--- src/rtl/gae_sqrt.sv ---
// floor(sqrt(v)), one root bit per cycle.
module gae_sqrt (
   input  logic         clock,
   input  logic         reset,
   input  logic         start,
   input  logic [127:0] v,
   output logic         busy,
   output logic [63:0]  root
);

   logic         busy_ff, busy_in;
   logic [5:0]   cnt_ff, cnt_in;
   logic [127:0] v_ff, v_in;
   logic [66:0]  rem_ff, rem_in;
   logic [63:0]  root_ff, root_in;
   logic [66:0]  rem_sh;
   logic [66:0]  trial;

   always_comb begin
      rem_sh  = {rem_ff[64:0], v_ff[127:126]};
      trial   = {1'b0, root_ff, 2'b01};
      busy_in = busy_ff;
      cnt_in  = cnt_ff;
      v_in    = v_ff;
      rem_in  = rem_ff;
      root_in = root_ff;
      if (start) begin
         busy_in = 1'b1;
         cnt_in  = 6'd0;
         v_in    = v;
         rem_in  = 67'd0;
         root_in = 64'd0;
      end else if (busy_ff) begin
         v_in = {v_ff[125:0], 2'b00};
         if (rem_sh >= trial) begin
            rem_in  = rem_sh - trial;
            root_in = {root_ff[62:0], 1'b1};
         end else begin
            rem_in  = rem_sh;
            root_in = {root_ff[62:0], 1'b0};
         end
         cnt_in = cnt_ff + 6'd1;
         if (cnt_ff == 6'd63) begin
            busy_in = 1'b0;
         end
      end
   end

   always_ff @(posedge clock) begin
      if (reset) begin
         busy_ff <= 1'b0;
         cnt_ff  <= 6'd0;
      end else begin
         busy_ff <= busy_in;
         cnt_ff  <= cnt_in;
      end
      v_ff    <= v_in;
      rem_ff  <= rem_in;
      root_ff <= root_in;
   end

   assign busy = busy_ff;
   assign root = root_ff;

endmodule

--- config.mk ---
export PLATFORM = sky130hd
export DESIGN_NAME = gae_sqrt
export DESIGN_NICKNAME = d
export VERILOG_FILES = /design/src/rtl/gae_sqrt.sv
export SDC_FILE = /design/constraint.sdc
export NUM_CORES = 1
export LEC_CHECK = 0
export CORE_ASPECT_RATIO = 1.5
export CORE_MARGIN = 2
export CORE_UTILIZATION = 40
export CTS_BUF_LIST = sky130_fd_sc_hd__clkbuf_4
export CTS_CLUSTER_SIZE = 14
export DETAILED_ROUTE_END_ITERATION = 12
export DONT_BUFFER_PORTS = 1
export HOLD_SLACK_MARGIN = 0.08
export PLACE_DENSITY = 0.54
export SYNTH_ARGS = -nofsm -noshare
export SYNTH_HDL_FRONTEND = slang
export SYNTH_SLANG_ARGS = --single-unit
--- constraint.sdc ---
create_clock -name clock -period 7 [get_ports clock]
set_input_delay 0.35 -clock clock [delete_from_list [all_inputs] [get_ports clock]]
set_output_delay 0.35 -clock clock [all_outputs]
set_load 0.05 [all_outputs]
# Yosys cells after proc, flatten, opt, wreduce, memory -nomap -nowiden
# Index checks and enable logic that the tools add are counted.
# W data, S select, Z words.
# word_totals
ff_bits	264
output_inout_bits	65
elab_cells	18
# op_classes
add_sub_neg	2
n_lt_le_gt_ge	1
eq_ne	1
mux	7
reduce_logical	2
# ops
cell	count
$mux W128	2
$ge A67 B66 Y1	1
$mux W65	1
$sub A65 B65 Y65	1
$add A6 B1 Y6 const B	1
$eq A6 B6 Y1 const B	1
$mux W1	4
$reduce_bool A2 Y1	1
$reduce_or A2 Y1	1

# Depth between registers and ports, before layout
# depth
ltp_word	4
depth_mapped	16

# Worst setup path after synthesis
# OpenSTA, ideal clock, no wires.
# synth_path
path_type	flip-flop to flip-flop
from	reg busy_ff, in the netlist busy
to	reg v_ff[0] (enable)
arrival_time_ns	3.597
required_ns	6.520
path_slack_ns	2.922
path_stages_with_launch	4
n_path_buf	1
cell_sequence	dfxtp_1 > clkbuf_1 > nor2_1 > inv_1
# synth_between
elab_chain_cells	1
# synth_rtl
item	line	text
from (decl)	11	logic busy_ff, busy_in;
from (signal assigned)	54	busy_ff <= busy_in;
$reduce_bool A2 Y1 (no source line)	--	
to (signal assigned)	57	v_ff <= v_in;
to (decl)	13	logic [127:0] v_ff, v_in;
# Every way passes these cells.
# A chain may end at the register's enable or synchronous reset.

# Final worst setup path
# layout_path
from	reg root_ff[4], in the netlist root[4]
to	reg rem_ff[22]
# layout_between
elab_chain_cells	2
elab_cells_between_ends	3
# layout_rtl
item	line	text
from (decl)	15	logic [63:0] root_ff, root_in;
from (signal assigned)	59	root_ff <= root_in;
$sub A65 B65 Y65 / $ge A67 B66 Y1 (equally long branches)	36, 35	
$mux W65 (*)	35	if (rem_sh >= trial) begin
to (signal assigned)	58	rem_ff <= rem_in;
to (decl)	14	logic [66:0] rem_ff, rem_in;
# Every way passes the cells marked *; elsewhere a longest branch is shown, timed or not.

==> results.md <==
• Finish-stage setup viols: 0
• Slowest Stage Delay on Critical Path: 0.81 ns
• main area contributors after synthesis: edfxtp_1 (26%), dfxtp_1 (18%), mux2_2 (9.5%), ha_1 (5.6%), mux2i_1 (4.6%)
• vias in the first global route: 12.12k
• crit end category: flop
• Design Area, Final: 17,440 um2
• total negative slack for setup checks: 0 ns
• part of the cycle the worst path needs: 64.13%
• kind of start point of the critical path: flop
• clock tree buffer depth: 3
• Sequential Power Share: 28.8%
• Synth Flop Type: dfxtp_1
• clock-pin slew on the worst setup and hold paths: 0.08 ns
• leakage power summed over all cells: 6.767 nW
• first drt pass iteration count: 5
• Hold Fails Final Rpt: 0
• antenna violations before repair: 1
• DPL Wire Length: 25,190 um
• async set-or-reset flop fraction in the synthesized netlist: 0%
• flop and latch count out of synthesis: 264
• EDFF count, synth: 128
• unrepaired setup endpoints after global routing: false
• vias after detailed routing: 11.70k
• Die Span Y: 240.6 um
• Slew Limit Headroom: 6.412%
• minimum clock period after layout: 4.489 ns
• number of resized instances in the post-cts repair step: 0
• synth warn: 0
• overall global routing resource usage: 19.58%
• sequential cell area fraction in the yosys report: 43.98%
• buffer cell driving the clock tree root: clkbuf_4
• area leader, netlist: edfxtp_1
• Chip Width: 161.8 um
• number of I/O pins: 196
• final-layout worst hold slack: 0.2795 ns
• proportion of netlist area held by the largest area contributor: 25.74%
• Max Transition Viols Final: 0
• number of buffers inserted during clock tree synthesis: 70
• combinational share of power: 50.0%
• Post-Syn Nets: 1,719
• number of cells after detailed placement: 1,918
• Max H-tree Level: 3
• maximum net fanout on the critical path: 40
• highest-delay cell along the critical path: o21a_2
• share of layout cells above drive strength 1: 15.67%
• Cell Chain, Critical Path: inv_1 > ha_1 > a21oi_1 > o211ai_1 > a21oi_2 > or2_1 > a31oi_4 > o21ai_2 > o21a_2 > buf_4 > nand2_1 > o31a_1 > a211oi_2
• total of buffers placed on input and output ports: 0
• total length of routed wires: 38,620 um
• summed instance area of the synthesized netlist: 14,930 um2
• required arrival time at the worst endpoint: 7.65 ns
• area overhead of the layout relative to synthesis: 16.78%
• average via count per standard cell: 5.389
• arrival time at the worst endpoint: 5.14 ns
• most common cell after layout, fill and taps aside: nor2_1
• clk_lat worst skew: 0.76 ns
• Post-Synthesis Mean Instance Area: 9.817 um2
• routed length per instance: 17.80 um
• Synth cell types: 73
• Row Count: 86
• wire length of the first global-routing pass: 61,610 um
• Layout Nets: 1,835
• DRC violation total after the first TritonRoute iteration: 646
• clock skew: 0.04869 ns
• area of the core region: 36,800 um2
• maximum vdd drop: 0.2614 mV
• placed standard-cell area: 15,170 um2
• internal power summed over all cells: 0.003959 W
• floorplan die area: 38,920 um2
• Initial Utilization: 40.58%
• leading cell types in the layout, fill and taps excluded: nor2_1 (161), nand2_1 (158), dfxtp_1 (135)
• TritonCTS clock tree: yes
• total of max-cap violations: 0
• cell area power density: 392.6 nW/um2
• path type of the worst min-delay path: input pin to flop
• leftover overflow at the end of global routing: 0
• net load switching power: 0.002887 W
• pin count of the biggest net entering global routing: 258
• non-filler cells, final: 2,170
• switching portion of total power: 42.17%
• Max Fclk: 0.2227 GHz
• transition time at the pin with the least slew margin: 1.404 ns
• count of clock tree sinks: 264
• kind of critical path: flop to flop
• drt drc: 0
• synthesized instance count: 1,521
• status: completed
• clock group share of total power: 21.2%
• remaining antenna violation count: 0
• Final Wtd Congestion: 0.9201
registers in the layout, summed over array words and instances, names as in the netlist:
name    cells
busy        1
root       64
cnt_ff      6
v_ff      128
rem_ff     65
layout make-up:
| class | count | area (um2) |
|---|---|---|
| tap | 484 | 605.6 |
| clock buffer | 103 | 773.2 |
| antenna | 1 | 2.502 |
| timing repair buffer | 136 | 1379 |
| multi-input combinational | 1076 | 7612 |
| inverter | 89 | 336.6 |
| fill | 3480 | 19360 |
| sequential | 264 | 6570 |
| clock inverter | 17 | 158.9 |
metrics by stage:
stage / utilization, % / total power (W) / setup slack (ns)
3_3_place_gp: 41.23 / 0.005299 / 2.505
4_1_cts: 47.38 / 0.006899 / 2.401
6_report: 47.39 / 0.006847 / 2.511
2_1_floorplan: - / 0.004668 / 2.923
5_1_grt: 47.39 / 0.007388 / 2.062
3_5_place_dp: 41.23 / 0.005310 / 2.407
routing by layer:
layer,global-route usage [%],share of wire (%)
met1,20.78,39
met2,36.43,52
met3,4.640,5.9
met4,9.225,3.1
met5,0,0
timing repair:
action                                 in CTS  in global routing
setup buffers                               0                  0
hold buffers                              131                  0
endpoints found under the hold margin     264                  0
worst paths after layout:
kind                            startpoint  slack, ns         end  cells past startpoint
worst max-delay path               root[4]       2.51  rem_ff[22]                     13
worst min-delay path                 start       0.28        busy                      3
worst max register to register     root[4]       2.51  rem_ff[22]                     13
worst min register to register   rem_ff[9]       0.48  rem_ff[11]                      2
cells in the mapped netlist, drive strengths merged, types with 4 or more instances:
cell     instances
xnor2           38
and3            12
a32oi            8
a21o            31
mux2i           68
and2            11
or3              5
nand3           20
edfxtp         128
buf             39
nand4           24
a21boi           4
nor3b            4
o21a             6
a311oi          47
o21ai           50
a211oi          12
a31oi           12
a221oi           4
nand2          158
xor2            19
o22ai            4
nor2b           13
mux2           126
o31ai            4
nor3             9
clkbuf          53
o211ai           7
inv             89
ha              67
a21oi           88
o21bai          17
dfxtp          136
o2111ai          4
nand2b          11
nor4             4
nor2           161
kinds of logic after synthesis:
kind of cell / synth area share (%)
AND/OR/NAND/NOR: 12.95
multiplexers: 14.06
XOR/XNOR: 3.343
buffers and inverters: 5.103
AO/OA/AOI/OAI: 14.95
adder cells (fa/ha/maj): 5.614
flip-flops: 43.98
critical path: cells and delay by family, from the launching register on:
family / cells / cell delay (ns)
adders and majority gates: 1 / 0.41
and+or+nand+nor: 2 / 0.32
AOI/OAI and AO/OA: 8 / 2.35
DFF: 1 / 0.75
buffers and inverters: 2 / 0.54
power groups by stage:
stage	logic, W	clock network (W)	registers, W
6_report	0.00343	0.00145	0.00197
5_1_grt	0.00381	0.00159	0.00199
4_1_cts	0.00342	0.00151	0.00197
3_5_place_dp	0.00331	0	0.00200
3_3_place_gp	0.00330	0	0.00200
2_1_floorplan	0.00272	0	0.00195
No activity file was read; power rests on OpenSTA's default activity.
