### src/rtl/gae_div.sv
// Restoring divider, 63 quotient bits, one per cycle. The caller loads the
// partial remainder (already below the divisor) and the low dividend bits.
module gae_div (
   input  logic         clock,
   input  logic         reset,
   input  logic         start,
   input  logic [127:0] rem_init,
   input  logic [62:0]  low_bits,
   input  logic [127:0] divisor,
   output logic         busy,
   output logic [62:0]  quot
);

   logic         busy_ff, busy_in;
   logic [5:0]   cnt_ff, cnt_in;
   logic [127:0] rem_ff, rem_in;
   logic [62:0]  low_ff, low_in;
   logic [127:0] d_ff, d_in;
   logic [62:0]  q_ff, q_in;
   logic [128:0] rem_sh;

   always_comb begin
      rem_sh  = {rem_ff, low_ff[62]};
      busy_in = busy_ff;
      cnt_in  = cnt_ff;
      rem_in  = rem_ff;
      low_in  = low_ff;
      d_in    = d_ff;
      q_in    = q_ff;
      if (start) begin
         busy_in = 1'b1;
         cnt_in  = 6'd0;
         rem_in  = rem_init;
         low_in  = low_bits;
         d_in    = divisor;
         q_in    = 63'd0;
      end else if (busy_ff) begin
         low_in = {low_ff[61:0], 1'b0};
         if (rem_sh >= {1'b0, d_ff}) begin
            rem_in = 128'(rem_sh - {1'b0, d_ff});
            q_in   = {q_ff[61:0], 1'b1};
         end else begin
            rem_in = rem_sh[127:0];
            q_in   = {q_ff[61:0], 1'b0};
         end
         cnt_in = cnt_ff + 6'd1;
         if (cnt_ff == 6'd62) begin
            busy_in = 1'b0;
         end
      end
   end

   always_ff @(posedge clock) begin
      if (reset) begin
         busy_ff <= 1'b0;
         cnt_ff  <= 6'd0;
      end else begin
         busy_ff <= busy_in;
         cnt_ff  <= cnt_in;
      end
      rem_ff <= rem_in;
      low_ff <= low_in;
      d_ff   <= d_in;
      q_ff   <= q_in;
   end

   assign busy = busy_ff;
   assign quot = q_ff;

endmodule

### config.mk
export PLATFORM = sky130hd
export DESIGN_NAME = gae_div
export DESIGN_NICKNAME = d
export VERILOG_FILES = /design/src/rtl/gae_div.sv
export SDC_FILE = /design/constraint.sdc
export NUM_CORES = 1
export LEC_CHECK = 0
export ABC_CLOCK_PERIOD_IN_PS = 10500
export BUFFER_PORTS_ARGS = -buffer_cell sky130_fd_sc_hd__buf_2
export CAP_MARGIN = 20
export CORE_ASPECT_RATIO = 0.5
export CORE_MARGIN = 2
export CORE_UTILIZATION = 60
export CTS_CLUSTER_SIZE = 28
export DETAILED_ROUTE_END_ITERATION = 10
export GPL_TIMING_DRIVEN = 0
export PLACE_DENSITY_LB_ADDON = 0.3
export SYNTH_ARGS = -nofsm -noshare
export SYNTH_HDL_FRONTEND = slang
export SYNTH_SLANG_ARGS = --single-unit
### constraint.sdc
create_clock -name clock -period 10.5 [get_ports clock]
set_clock_uncertainty 0.1 [all_clocks]
set_input_delay 0.525 -clock clock [delete_from_list [all_inputs] [get_ports clock]]
set_output_delay 0.525 -clock clock [all_outputs]
set_load 0.02 [all_outputs]
=== Yosys cells after proc, flatten, opt, wreduce, memory -nomap -nowiden ===
Cells that the tools add are included.
Widths: inputs -> output; s select.

* Add/sub/neg operators: 2
* Magnitude comparators: 1
* Eq/ne operators: 1
* Multiplexer cells: 9
* Reduce and logical (&&, ||, !) cells: 2

{| class="wikitable"
|+ Operators by type and width
! cell !! count
|-
| $mux 128 || 3
|-
| $ge 129x128->1 || 1
|-
| $sub 128x128->128 || 1
|-
| $mux 63 || 2
|-
| $add 6x1->6 const B || 1
|-
| $eq 6x6->1 const B || 1
|-
| $mux 1 || 4
|-
| $reduce_bool 2->1 || 1
|-
| $reduce_or 2->1 || 1
|}

* Flip-flop bits (word level): 389

=== Logic depth before layout (Yosys ltp) ===
* Depth in word-level cells: 4
* Mapped depth: 16

=== Least setup slack after synthesis ===
Ideal clock, no wire load.

* Kind: input -> register
* Start: input port start
* End: register low_ff[0] (enable)
* Library setup time: 0.471 ns
* Data arrival time: 3.656 ns
* Required time: 9.929 ns
* Setup slack: 6.273 ns
* Stages: 4
* Cells stage by stage: clkbuf_1 -> clkbuf_1 -> clkbuf_1 -> or2_2

* Word-level cells in the longest chain between the ends: 1

{| class="wikitable"
|+ Ends and longest elaborated chain
! element !! line !! text
|-
| from (decl) || 6 || <nowiki>input logic start,</nowiki>
|-
| $reduce_bool 2->1 (no line) || n/a ||
|-
| to (signal assigned) || 62 || <nowiki>low_ff <= low_in;</nowiki>
|-
| to (decl) || 17 || <nowiki>logic [62:0] low_ff, low_in;</nowiki>
|}

No other way between the ends.
A chain may end at the register's enable or synchronous reset.

=== Final worst setup path ===
* Start: register rem_ff[3]
* End: register rem_ff[106], data pin

* Word-level cells in the longest chain between the ends: 4
* Elaborated cells on any way between the ends: 5
* Classes of those cells: 1 x add/sub; 1 x order compare; 3 x mux

{| class="wikitable"
|+ Ends and longest elaborated chain
! element !! line !! text
|-
| from (decl) || 16 || <nowiki>logic [127:0] rem_ff, rem_in;</nowiki>
|-
| from (signal assigned) || 61 || <nowiki>rem_ff <= rem_in;</nowiki>
|-
| $sub 128x128->128 / $ge 129x128->1 (equally long branches) || 40, 39 ||
|-
| $mux 128 * || 39 || <nowiki>if (rem_sh >= {1'b0, d_ff}) begin</nowiki>
|-
| $mux 128 * || 37 || <nowiki>end else if (busy_ff) begin</nowiki>
|-
| $mux 128 * || 30 || <nowiki>if (start) begin</nowiki>
|-
| via rem_in[106] || 16 ||
|}

The timed path passes the listed nets; every way through them passes the cells marked *. The select of a mux whose other input is x is not followed.

==> impl_metrics.csv <==
group,metric,value,unit
cts,path_clk_slew,0.08,ns
sta,final_hold_viol_count,0,
route,vias,22500,
synthesis,synth-seq-cells,389,
setup_path,cp_common_cell,"a31oi_1",
sta,maxSlewHeadroom,14.4,%
setup_path,cp_slowest_stage_delay,0.84,ns
final_layout,drive_above_1_share,20.4,%
floorplanning,core_area,40400,µm²
final_layout,stdcell_area,28600,µm²
synthesis,syn_avg_cell_area,9.52,µm²
sta,worst_slack,4.72,ns
sta,worst_slew_pin_slew,1.28,ns
route,drtIter0Drc,2529,
synthesis,synth_edf_count,319,
synthesis,synth_most_common_cell,"edfxtp_1",
setup_path,path_class,"flip-flop to flip-flop",
power_and_ir_drop,static-leakage-power,11.9,nW
grt,grt_usage,37.7,%
cts,clock_path_buffers,3,
final_layout,multi_input_area,12400,µm²
route,final_antenna_net_count,0,
setup_path,critPathSlowestCell,"o31ai_4",
cts,clk_latency,0.58,ns
final_layout,seqCellArea,11000,µm²
setup_path,worstPathMaxFanout,10,
floorplanning,fp.dieW,290,µm
floorplanning,die_area,42700,µm²
setup_path,crit_family,"compound AO/OA/AOI/OAI gates",
sta,setup_violations,0,
sta,final.min_clock_period,5.78,ns
cts,clock_sinks,389,
route,totalWireLength,82.4,mm
setup_path,worstSetupEndpointType,"flip-flop",
synthesis,seq_area_frac_synth,44.6,%
floorplanning,ios,386,
synthesis,synth_top_area_share,38.9,%
grt,grt_max_degree,71,
status,status,"finished, final reports clean",
final_layout,fin_nets,3465,
placed_design,gp_congestion,1.01,
synthesis,ys_types,72,
setup_path,crit_buf_inv,3,
route,vias_per_cell,6.28,
floorplanning,die_y,147,µm
cts,root_buffer,"clkbuf_16",
placed_design,dp_worst_setup_slack,4.74,ns
synthesis,synth_warnings,0,
hold_path,hp-class,"primary input to flip-flop",
grt,grt_pass1_wl,124,mm
flow_run,drv_cap,0,
sta,slew_viol_final,0,
synthesis,syn_area,24600,µm²
sta,timing.fmax,173,MHz
setup_path,crit_required,10.78,ns
synthesis,syn_inst,2583,
sta,fin_crit_sh,55.0,%
synthesis,async_flop_share,0,%
placed_design,io_buffer_count,385,
cts,cts_made_buffers,36,
synthesis,synth_top_area_cell,"edfxtp_1",
grt,antenna_found_initial,1,
synthesis,synth_area_leaders,"edfxtp_1 (39%), ha_1 (6.6%), a21oi_1 (6.2%), dfxtp_1 (5.7%), mux2_2 (5.1%)",
setup_path,rrSetupSlack,4.72,ns
sta,rsz0062_at_grt,"false",
cts,cts_tree,"built",
synthesis,synth_flop_cell,"edfxtp_1",
synthesis,postSynthNetCount,3036,
placed_design,dp_hpwl,62.2,mm
cts,htreeDepth,2,
sta,setup_tns,0,ns
placed_design,place_area,27300,µm²
route,wire_per_inst,23.0,µm
cts,post_cts_buffers,0,
floorplanning,row_count,52,
power_and_ir_drop,powerDensity,235,nW/µm²
setup_path,critPathLaunchType,"flip-flop",
route,drc_errors,0,
setup_path,cp.arrival,6.06,ns
setup_path,cp_cell_sequence,"ha_1 -> buf_2 -> nand3_1 -> a21oi_1 -> o2111ai_1 -> a31oi_1 -> a211oi_1 -> nor2_1 -> a31oi_1 -> buf_4 -> o31ai_4 -> nand2_1 -> clkbuf_1 -> o21ai_0",
route,dr.pass1.iters,6,
cts,hold_buffers,0,
power_and_ir_drop,peakVddDrop,0.000164,V
synthesis,synthTopCellsByCount,"edfxtp_1 (319), a21oi_1 (306), nor2_1 (251)",
grt,grt_overflow_total,0,
grt,grt_pass1_vias,22000,
floorplanning,initial_core_util,60.9,%
final_layout,nFillCells,3135,
final_layout,area_delta_synth_final,16.3,%
cts,cts.repair.resized,0,
==> worst reg2reg max path, cell delays in order (launching register included) <==
cell and delay, ns:
edfxtp_1 0.40, ha_1 0.29, buf_2 0.17, nand3_1 0.09, a21oi_1 0.30, o2111ai_1 0.21
a31oi_1 0.49, a211oi_1 0.21, nor2_1 0.38, a31oi_1 0.30, buf_4 0.26, o31ai_4 0.85
nand2_1 0.67, clkbuf_1 0.52, o21ai_0 0.34
==> logic make-up (layout without fill, tap and decap cells) <==
logic type	after synthesis	count (layout)	share of synthesized area (%)
AOI/OAI and AO/OA	759	759	18.5
xor gates and xnor gates	111	111	3.95
adders and majority gates	131	131	6.69
buffers and inverters	301	758	4.87
DFF	389	389	44.6
muxes	183	183	8.02
other	0	3	0
and+or+nand+nor	709	709	13.4
==> power breakdown <==
group | leakage [nW] | internal [mW] | switching [mW]
clock | 0.633 | 0.813 | 0.644
combinational | 7.58 | 1.14 | 2.01
sequential | 3.73 | 1.98 | 0.125
==> sequential cells by signal, indices dropped and copies added (netlist names) <==
name	flops
rem_ff	128
cnt_ff	6
busy	1
quot	63
d_ff	128
low_ff	63
==> cell usage in the layout (no fill, tap or decap), types with 6 or more instances in the layout <==
cell type	instances
nor3_1	48
xnor2_1	65
or3_1	15
nand4_1	71
buf_2	407
o211ai_1	9
nor4_1	19
nor2_1	251
dfxtp_1	70
a221oi_1	7
nand2_1	191
nand2b_1	10
and3_1	23
a31oi_1	31
clkbuf_16	40
a211oi_1	11
a2bb2oi_1	9
xor2_1	46
o21a_1	44
clkbuf_1	96
o31ai_1	12
edfxtp_1	319
mux2_2	112
inv_1	163
a21oi_1	306
nand3_1	29
o21ai_0	161
a21o_1	54
and2_1	9
o21bai_1	33
buf_4	8
mux2i_1	71
a21boi_0	9
ha_1	130
a211o_1	6
o21ai_1	25
or2_2	14
buf_1	16
==> through the flow <==
| step | utilization, % | hold slack (ns) | total power [mW] | instances |
|---|---|---|---|---|
| floorplan | - | 0.358 | 4.26 | 2583 |
| global placement | 67.3 | 0.370 | 5.11 | 3508 |
| detailed placement | 67.6 | 0.382 | 5.15 | 3514 |
| CTS | 70.8 | 0.0210 | 6.61 | 3580 |
| global route | 70.8 | 0.0145 | 7.06 | 3580 |
| finish | 70.8 | 0.0288 | 6.72 | 3583 |
==> worst paths after layout <==
path         cells after the start          from     endpoint
min                              1  divisor[115]    d_ff[115]
max                             14     rem_ff[3]  rem_ff[106]
min reg2reg                      2     cnt_ff[5]    cnt_ff[5]
max reg2reg                     14     rem_ff[3]  rem_ff[106]
==> final cells by class <==
cell class                 instances  area share (%)
tap                              540            2.36
inverter                         164            2.15
buffer                           137            2.04
clock inverter                    19           0.853
clock buffer                      47            3.63
timing repair buffer             391            7.14
multi-input combinational       1893            43.4
sequential                       389            38.4
antenna                            3          0.0262
==> per-layer routing <==
layer	track usage, %	part of all wire, %	vias to the layer above
li1	-	-	10300
met1	49.7	40	10800
met2	61.9	46	1192
met3	8.03	10	212
met4	13.8	3.7	0
met5	0	0	-
(Power assumes the default switching activity.)
