<file path="src/rtl/gae_pkg.sv">
package gae_pkg;

   localparam logic [63:0] SMAX = 64'h7FFF_FFFF_FFFF_FFFF;
   localparam logic [63:0] SMIN = 64'h8000_0000_0000_0000;

   localparam logic [2:0] FUNC_LOAD_POS = 3'd0;
   localparam logic [2:0] FUNC_LOAD_VEL = 3'd1;
   localparam logic [2:0] FUNC_ADD_BODY = 3'd2;
   localparam logic [2:0] FUNC_COMMIT   = 3'd3;
   localparam logic [2:0] FUNC_MOVE     = 3'd4;

   localparam logic [7:0] CSR_TIME_STEP = 8'd0;
   localparam logic [7:0] CSR_CAN_MOVE  = 8'd1;

   localparam logic [31:0] TIME_STEP_RESET = 32'h0001_0000;

   typedef struct packed {
      logic start;
      logic clear;
   } mul_req_type;

   function automatic logic [63:0] mag_of(input logic [63:0] x);
      return x[63] ? (64'd0 - x) : x;
   endfunction

   function automatic logic [63:0] from_mag(input logic neg, input logic [63:0] m);
      if (neg) begin
         return m[63] ? SMIN : (64'd0 - m);
      end
      return m[63] ? SMAX : m;
   endfunction

   function automatic logic [63:0] sat_add(input logic [63:0] a, input logic [63:0] b);
      logic [63:0] s;
      s = a + b;
      if (a[63] == b[63] && s[63] != a[63]) begin
         return a[63] ? SMIN : SMAX;
      end
      return s;
   endfunction

   function automatic logic [63:0] sat_sub(input logic [63:0] a, input logic [63:0] b);
      logic [63:0] d;
      d = a - b;
      if (a[63] != b[63] && d[63] != a[63]) begin
         return a[63] ? SMIN : SMAX;
      end
      return d;
   endfunction

endpackage

</file>
<file path="src/rtl/gae_mul.sv">
// 64x64 product built from four 32x32 partial products, one per cycle.
module gae_mul import gae_pkg::*; (
   input  logic         clock,
   input  logic         reset,
   input  mul_req_type  req,
   input  logic [63:0]  a,
   input  logic [63:0]  b,
   output logic         busy,
   output logic [127:0] prod
);

   logic         busy_ff, busy_in;
   logic [1:0]   idx_ff, idx_in;
   logic [63:0]  a_ff, a_in, b_ff, b_in;
   logic [127:0] acc_ff, acc_in;
   logic [31:0]  op_a, op_b;
   logic [63:0]  pp;
   logic [1:0]   sh;

   always_comb begin
      op_a = idx_ff[0] ? a_ff[63:32] : a_ff[31:0];
      op_b = idx_ff[1] ? b_ff[63:32] : b_ff[31:0];
      pp   = op_a * op_b;
      sh   = {1'b0, idx_ff[0]} + {1'b0, idx_ff[1]};
      busy_in = busy_ff;
      idx_in  = idx_ff;
      a_in    = a_ff;
      b_in    = b_ff;
      acc_in  = acc_ff;
      if (req.start) begin
         busy_in = 1'b1;
         idx_in  = 2'd0;
         a_in    = a;
         b_in    = b;
         if (req.clear) begin
            acc_in = 128'd0;
         end
      end else if (busy_ff) begin
         acc_in = acc_ff + ({64'd0, pp} << {sh, 5'd0});
         idx_in = idx_ff + 2'd1;
         if (idx_ff == 2'd3) begin
            busy_in = 1'b0;
         end
      end
   end

   always_ff @(posedge clock) begin
      if (reset) begin
         busy_ff <= 1'b0;
         idx_ff  <= 2'd0;
      end else begin
         busy_ff <= busy_in;
         idx_ff  <= idx_in;
      end
      a_ff   <= a_in;
      b_ff   <= b_in;
      acc_ff <= acc_in;
   end

   assign busy = busy_ff;
   assign prod = acc_ff;

endmodule

</file>
<file path="config.mk">
export PLATFORM = sky130hd
export DESIGN_NAME = gae_mul
export DESIGN_NICKNAME = d
export VERILOG_FILES = /design/src/rtl/gae_pkg.sv /design/src/rtl/gae_mul.sv
export SDC_FILE = /design/constraint.sdc
export NUM_CORES = 2
export LEC_CHECK = 0
export BUFFER_PORTS_ARGS = -buffer_cell sky130_fd_sc_hd__buf_2
export CORE_ASPECT_RATIO = 0.5
export CORE_UTILIZATION = 40
export CTS_CLUSTER_DIAMETER = 80
export DETAILED_ROUTE_END_ITERATION = 16
export GPL_ROUTABILITY_DRIVEN = 0
export RECOVER_POWER = 50
export SLEW_MARGIN = 20
export SYNTH_ARGS = -nofsm -noshare
export SYNTH_HDL_FRONTEND = slang
export SYNTH_SLANG_ARGS = --single-unit
</file>
<file path="constraint.sdc">
create_clock -name clock -period 18.1 [get_ports clock]
set_input_delay 2.715 -clock clock [delete_from_list [all_inputs] [get_ports clock]]
set_output_delay 2.715 -clock clock [all_outputs]
set_load 0.01 [all_outputs]
</file>
# == After elaboration in Yosys (flattened, before gate mapping) ==
# Cells that the tools add are included.
# totals
register_bits,259
word_cells,23
# classes
add_sub_neg,3
mul,1
eq_ne,2
shifts,1
mux,8
reduce_logical,3
# op_table
op,count
$mux W128,3
$add A128 B128 Y128,1
$shl A64 B7 Y128,1
$mul A32 B32 Y64,1
$mux W32,2
$mux W1,3
$add A1 B1 Y2,1
$add A2 B1 Y2 const B,1
$eq A2 B2 Y1 const B,1
$ne A2 B2 Y1 const B,1
$reduce_and A2 Y1,1
$reduce_bool A2 Y1,1
$reduce_or A2 Y1,1

# == Depth between registers and ports, before layout ==
# depth
ltp_word,6
mapped_depth,46

# == Least setup slack after synthesis ==
# Ideal clock, no wire load.
# synth_path
kind,register to register
from,register idx_ff[1]
to,register acc_ff[120] (netlist: prod[120]) (data pin)
setup_ns,0.260
arrival_ns,11.225
t_required_ns,17.840
setup_slack_ns,6.615
stages_incl_launch_ff,43
synth_period_minus_slack_ns,11.485
path_cell_list,dfxtp_1 -> clkbuf_1 -> buf_1 -> clkbuf_1 -> mux2i_1 -> clkbuf_1 -> nor2_1 -> fa_1 -> fa_1 -> inv_1 -> fa_1 -> fa_1 -> inv_1 -> fa_1 -> fa_1 -> fa_1 -> fa_1 -> ha_1 -> (+7 left out) -> o31a_1 -> a221o_1 -> a311oi_2 -> xor2_1 -> a211oi_1 -> ha_1 -> clkbuf_1 -> a21o_1 -> a21oi_1 -> a2bb2oi_1 -> a31oi_1 -> a21o_1 -> a31oi_1 -> nand2_1 -> a211oi_1 -> o21ai_1 -> a21oi_1 -> mux2_2
# synth_via
elab_chain_len,6
word_cells_on_any_way,7
# synth_rtl
item,line_no,rtl
"start, declared",gae_mul.sv:13,"logic [1:0] idx_ff, idx_in;"
"start signal, assigned",gae_mul.sv:53,idx_ff <= idx_in;
$mux W32,gae_mul.sv:22,op_b = idx_ff[1] ? b_ff[63:32] : b_ff[31:0];
$mul A32 B32 Y64,gae_mul.sv:23,pp = op_a * op_b;
$shl A64 B7 Y128 *,gae_mul.sv:39,"acc_in = acc_ff + ({64'd0, pp} << {sh, 5'd0});"
$add A128 B128 Y128 *,gae_mul.sv:39,
$mux W128 *,gae_mul.sv:38,end else if (busy_ff) begin
$mux W128 *,gae_mul.sv:30,if (req.start) begin
"end signal, assigned",gae_mul.sv:57,acc_ff <= acc_in;
"end, declared",gae_mul.sv:15,"logic [127:0] acc_ff, acc_in;"
# Mark *: on every way between the ends. The rest lies on a longest branch, timed or not. The select of a mux whose other input is x is not followed.
# A chain may end at the register's enable or synchronous reset.

# == Worst setup path after layout ==
# Ends and elaborated chain as after synthesis.

==> results.md <==
- The via count of the first global-routing pass was about 45000.
- In the global route stage, overall resource usage came out at 29.1%.
- The clock net in this run drives a total of 259 sinks.
- Setup repair after global routing left no endpoint under its margin.
- In this run the clock root is driven by a sky130_fd_sc_hd__clkbuf_16.
- The via count of the routed design is about 44000.
- The portion of the post-synthesis area used by sequential elements is 15.2%.
- The post-synthesis instance total is between 5000 and 6000.
- The residual antenna-violating net count after detailed routing is 0.
- Once the clock tree was built, the setup fixing pass inserted 0 buffers.
- The number of distinct standard cells referenced by the synthesized netlist is 75.
- Along the worst path, the maximum fanout reaches 40.
- The total of flip-flops plus latches after synthesis is 259.
- STA puts the critical path data arrival time at 14610 ps.
- Synthesis produced a netlist with a net count of 7144.
- For this configuration, the core starts out at a cell density of 40.4%.
- The biggest area contributor in the post-synthesis netlist is sky130_fd_sc_hd__fa_1.
- Summed over all nets, the half-perimeter wirelength after detailed placement is 148 mm.
- Input and output buffers added on the ports amount to between 200 and 300.
- The number of hold-slack violations in the final timing report was 0.
- Entering global routing, the biggest net connects 79 pins.
- Yosys attributes the largest share of cell area to sky130_fd_sc_hd__fa_1 (35%), sky130_fd_sc_hd__edfxtp_1 (15%), sky130_fd_sc_hd__ha_1 (9.6%), sky130_fd_sc_hd__inv_1 (6.7%), sky130_fd_sc_hd__nor2_1 (6.5%).
- The post-synthesis to final-layout area growth is 8.20%.
- The via density per instance is 5.78.
- The hold buffer count at cts is 0.
- The sort of element at the start of the critical path is a flop.
- The total overflow reported by the global router is 0.
- The post-detailed-route wirelength per cell is 24.8 um.
- The longest clock path from root to sink contains 3 buffers.
- In this run the number of H-tree levels came out at 2.
- After detailed routing, the number of remaining DRC violations is 0.
- The final count of pins violating max slew came to 285.
- The initial antenna violation count is 7.
- The category of the critical setup timing path is flop to flop.
- The longest individual stage delay on the worst path is 990 ps.
- From bottom edge to top edge, the die measures around 250 um.
- The wire length reported by the detailed router is 187 mm.
- The first detailed-routing pass took 6 iterations.
- For the pin with the worst max-slew slack, the measured transition is 4100 ps.
- The final cycle utilization of the critical path is 78.8%.
- The number of cell rows is slightly above 90.
- Max-cap violations in this run came to 4.
- The cell type with the highest occurrence count on the critical path is sky130_fd_sc_hd__fa_1.
- The setup clock skew after layout is 52.0 ps.
- The number of filler cells placed in the layout is 12200.
- The number of buffers created by CTS is 35.
- In this run the tightest slew margin relative to its limit is -174%.
- The async set-reset flop share out of synthesis is 0%.
- STA classifies the critical path endpoint as a flop.
- The later-pin clock latency in the skew report is 610 ps.
- During I/O placement, the number of pins put on the boundary was 261.
- Each instance of the synthesized netlist takes up on average 8.92 um2.
- Derived from the worst setup path, the maximum achievable clock frequency is around 0.070 GHz.
- Once the clock tree was built, the resizer swapped 0 gates to a different size.
- The checks that failed: capacitance limit, slew limit.
- For this run, the number of Yosys warnings is 0.
- After clock tree synthesis, the clock-pin slew on the worst setup and hold paths is ~50 ps.
- The first global-routing pass estimated about 280 mm of wire.
- The shortest period the worst path allows is 14260 ps.
- The main flop type after synthesis is sky130_fd_sc_hd__edfxtp_1.
- Among all stages on the critical path, the largest delay is contributed by sky130_fd_sc_hd__mux2_2.
- The share of final-layout standard cells stronger than drive strength 1 is 8.85%.
- The cell area after synthesis is 51100 um2.
- Yosys mapped a number of flops with a built-in enable equal to 256.
- Of the post-synthesis cell area, the dominant cell type holds 35.2%.
- The setup TNS is 0 ps.
- The flow ran to the end, but the final reports show violations.
- The worst min-delay path category is flop to flop.
- The width of the die is 507 um.
- The number of setup violations in the final report is 0.
- The floorplan step defined a die boundary enclosing 129000 um2.
- The number of nets in the finished design is 7235.
- The number of DRC markers in iteration 0 is 5034.
- For the worst setup path, the data required time is 18460 ps.
- The floorplan step defined a core boundary enclosing 126000 um2.
- The CTS tree is done.
cell families (layout without fill, tap and decap cells):
group / count (synthesis) / after routing / synth area share (%)
and+or+nand+nor: 1861 / 1861 / 15.3
adders and majority gates: 1288 / 1288 / 44.7
buffers and inverters: 1194 / 1311 / 8.78
AOI/OAI and AO/OA: 811 / 811 / 10.1
DFF: 259 / 259 / 15.2
xor gates and xnor gates: 162 / 162 / 2.78
muxes: 149 / 149 / 3.10
other: 0 / 4 / 0
layer usage:
metal / vias to the layer above / wire, um / global-route usage [%]
li1: 18500 / - / -
met4: 2 / 10100 / 13.3
met1: 21700 / 73400 / 38.3
met5: - / 13 / 0
met2: 2727 / 78100 / 43.2
met3: 534 / 25100 / 9.93
through the flow:
step | area [um2] | util, % | instances | worst slack, ps | hold slack [ps]
global route | 55200 | 43.7 | 7533 | 3490 | 637
finish | 55300 | 43.8 | 7537 | 3840 | 610
detailed placement | 54200 | 42.9 | 7470 | 4210 | 613
floorplan | 51100 | - | 5724 | 6620 | 581
global placement | 54200 | 42.9 | 7469 | 4310 | 620
CTS | 55300 | 43.8 | 7533 | 4110 | 623
sequential cells by signal (all words and copies together), names as in the netlist:
register  count
prod        128
busy          1
b_ff         64
idx_ff        2
a_ff         64
Yosys cell counts (all sizes together) (6+ instances only):
| cell | n |
|---|---|
| o21ai | 139 |
| and4 | 9 |
| a22o | 6 |
| o31a | 6 |
| inv | 908 |
| a211oi | 23 |
| ha | 391 |
| nand4 | 83 |
| a21o | 123 |
| nor2b | 23 |
| a21oi | 259 |
| nor4 | 9 |
| o31ai | 8 |
| a211o | 8 |
| o21bai | 47 |
| clkbuf | 264 |
| o21a | 24 |
| o211ai | 22 |
| a221o | 9 |
| nand2b | 16 |
| a31o | 6 |
| o22ai | 36 |
| a221oi | 11 |
| or2 | 10 |
| a31oi | 34 |
| and2 | 50 |
| mux2i | 74 |
| nor3b | 6 |
| or3 | 12 |
| mux2 | 75 |
| nand2 | 625 |
| xor2 | 70 |
| fa | 897 |
| o221ai | 6 |
| buf | 22 |
| xnor2 | 92 |
| nor3 | 52 |
| edfxtp | 256 |
| nor2 | 882 |
| nand3 | 45 |
| a21boi | 12 |
| and3 | 25 |
path summary, 6_finish.rpt:
path | cells past startpoint | slack (ps) | startpoint | end
worst max-delay path | 37 | 3840 | idx_ff[1]$_SDFFE_PP0P_ | prod[120]$_SDFFCE_PP0P_
worst min-delay path | 2 | 610 | busy$_SDFF_PP0_ | busy$_SDFF_PP0_
worst max register to register | 37 | 3840 | idx_ff[1]$_SDFFE_PP0P_ | prod[120]$_SDFFCE_PP0P_
worst min register to register | 2 | 610 | busy$_SDFF_PP0_ | busy$_SDFF_PP0_
critical path, delay by kind of cell (launching register included):
kind,cells,cell delay [ps]
compound gates,17,5120
xor+xnor,1,200
fa+ha+maj,10,5130
buf+inv,4,860
flops,1,610
mux,2,1340
simple gates,3,630
cell type report:
class | count | area [um2] | area share [%]
Antenna cell | 4 | 10.0 | 0.0181
Sequential cell | 259 | 7750 | 14.0
Inverter | 908 | 3410 | 6.17
Clock inverter | 16 | 135 | 0.245
Clock buffer | 47 | 941 | 1.70
Tap cell | 1692 | 2120 | 3.83
Multi-Input combinational cell | 4271 | 39000 | 70.6
Timing Repair Buffer | 340 | 1880 | 3.41
cell usage in the layout, fill, tap and decap left out, drive strengths merged, types with 36 or more instances in the layout:
master	netlist	final
nand3	45	45
nand2	625	625
xnor2	92	92
o22ai	36	36
fa	897	897
o21ai	139	139
and2	50	50
nand4	83	83
ha	391	391
edfxtp	256	256
a21oi	259	259
inv	908	911
clkbuf	264	58
xor2	70	70
nor2	882	882
nor3	52	52
buf	22	329
mux2i	74	74
mux2	75	75
o21bai	47	47
a21o	123	123
Power is not shown: default switching activity piles up to over one toggle a cycle in this logic, so the estimate is an artifact.
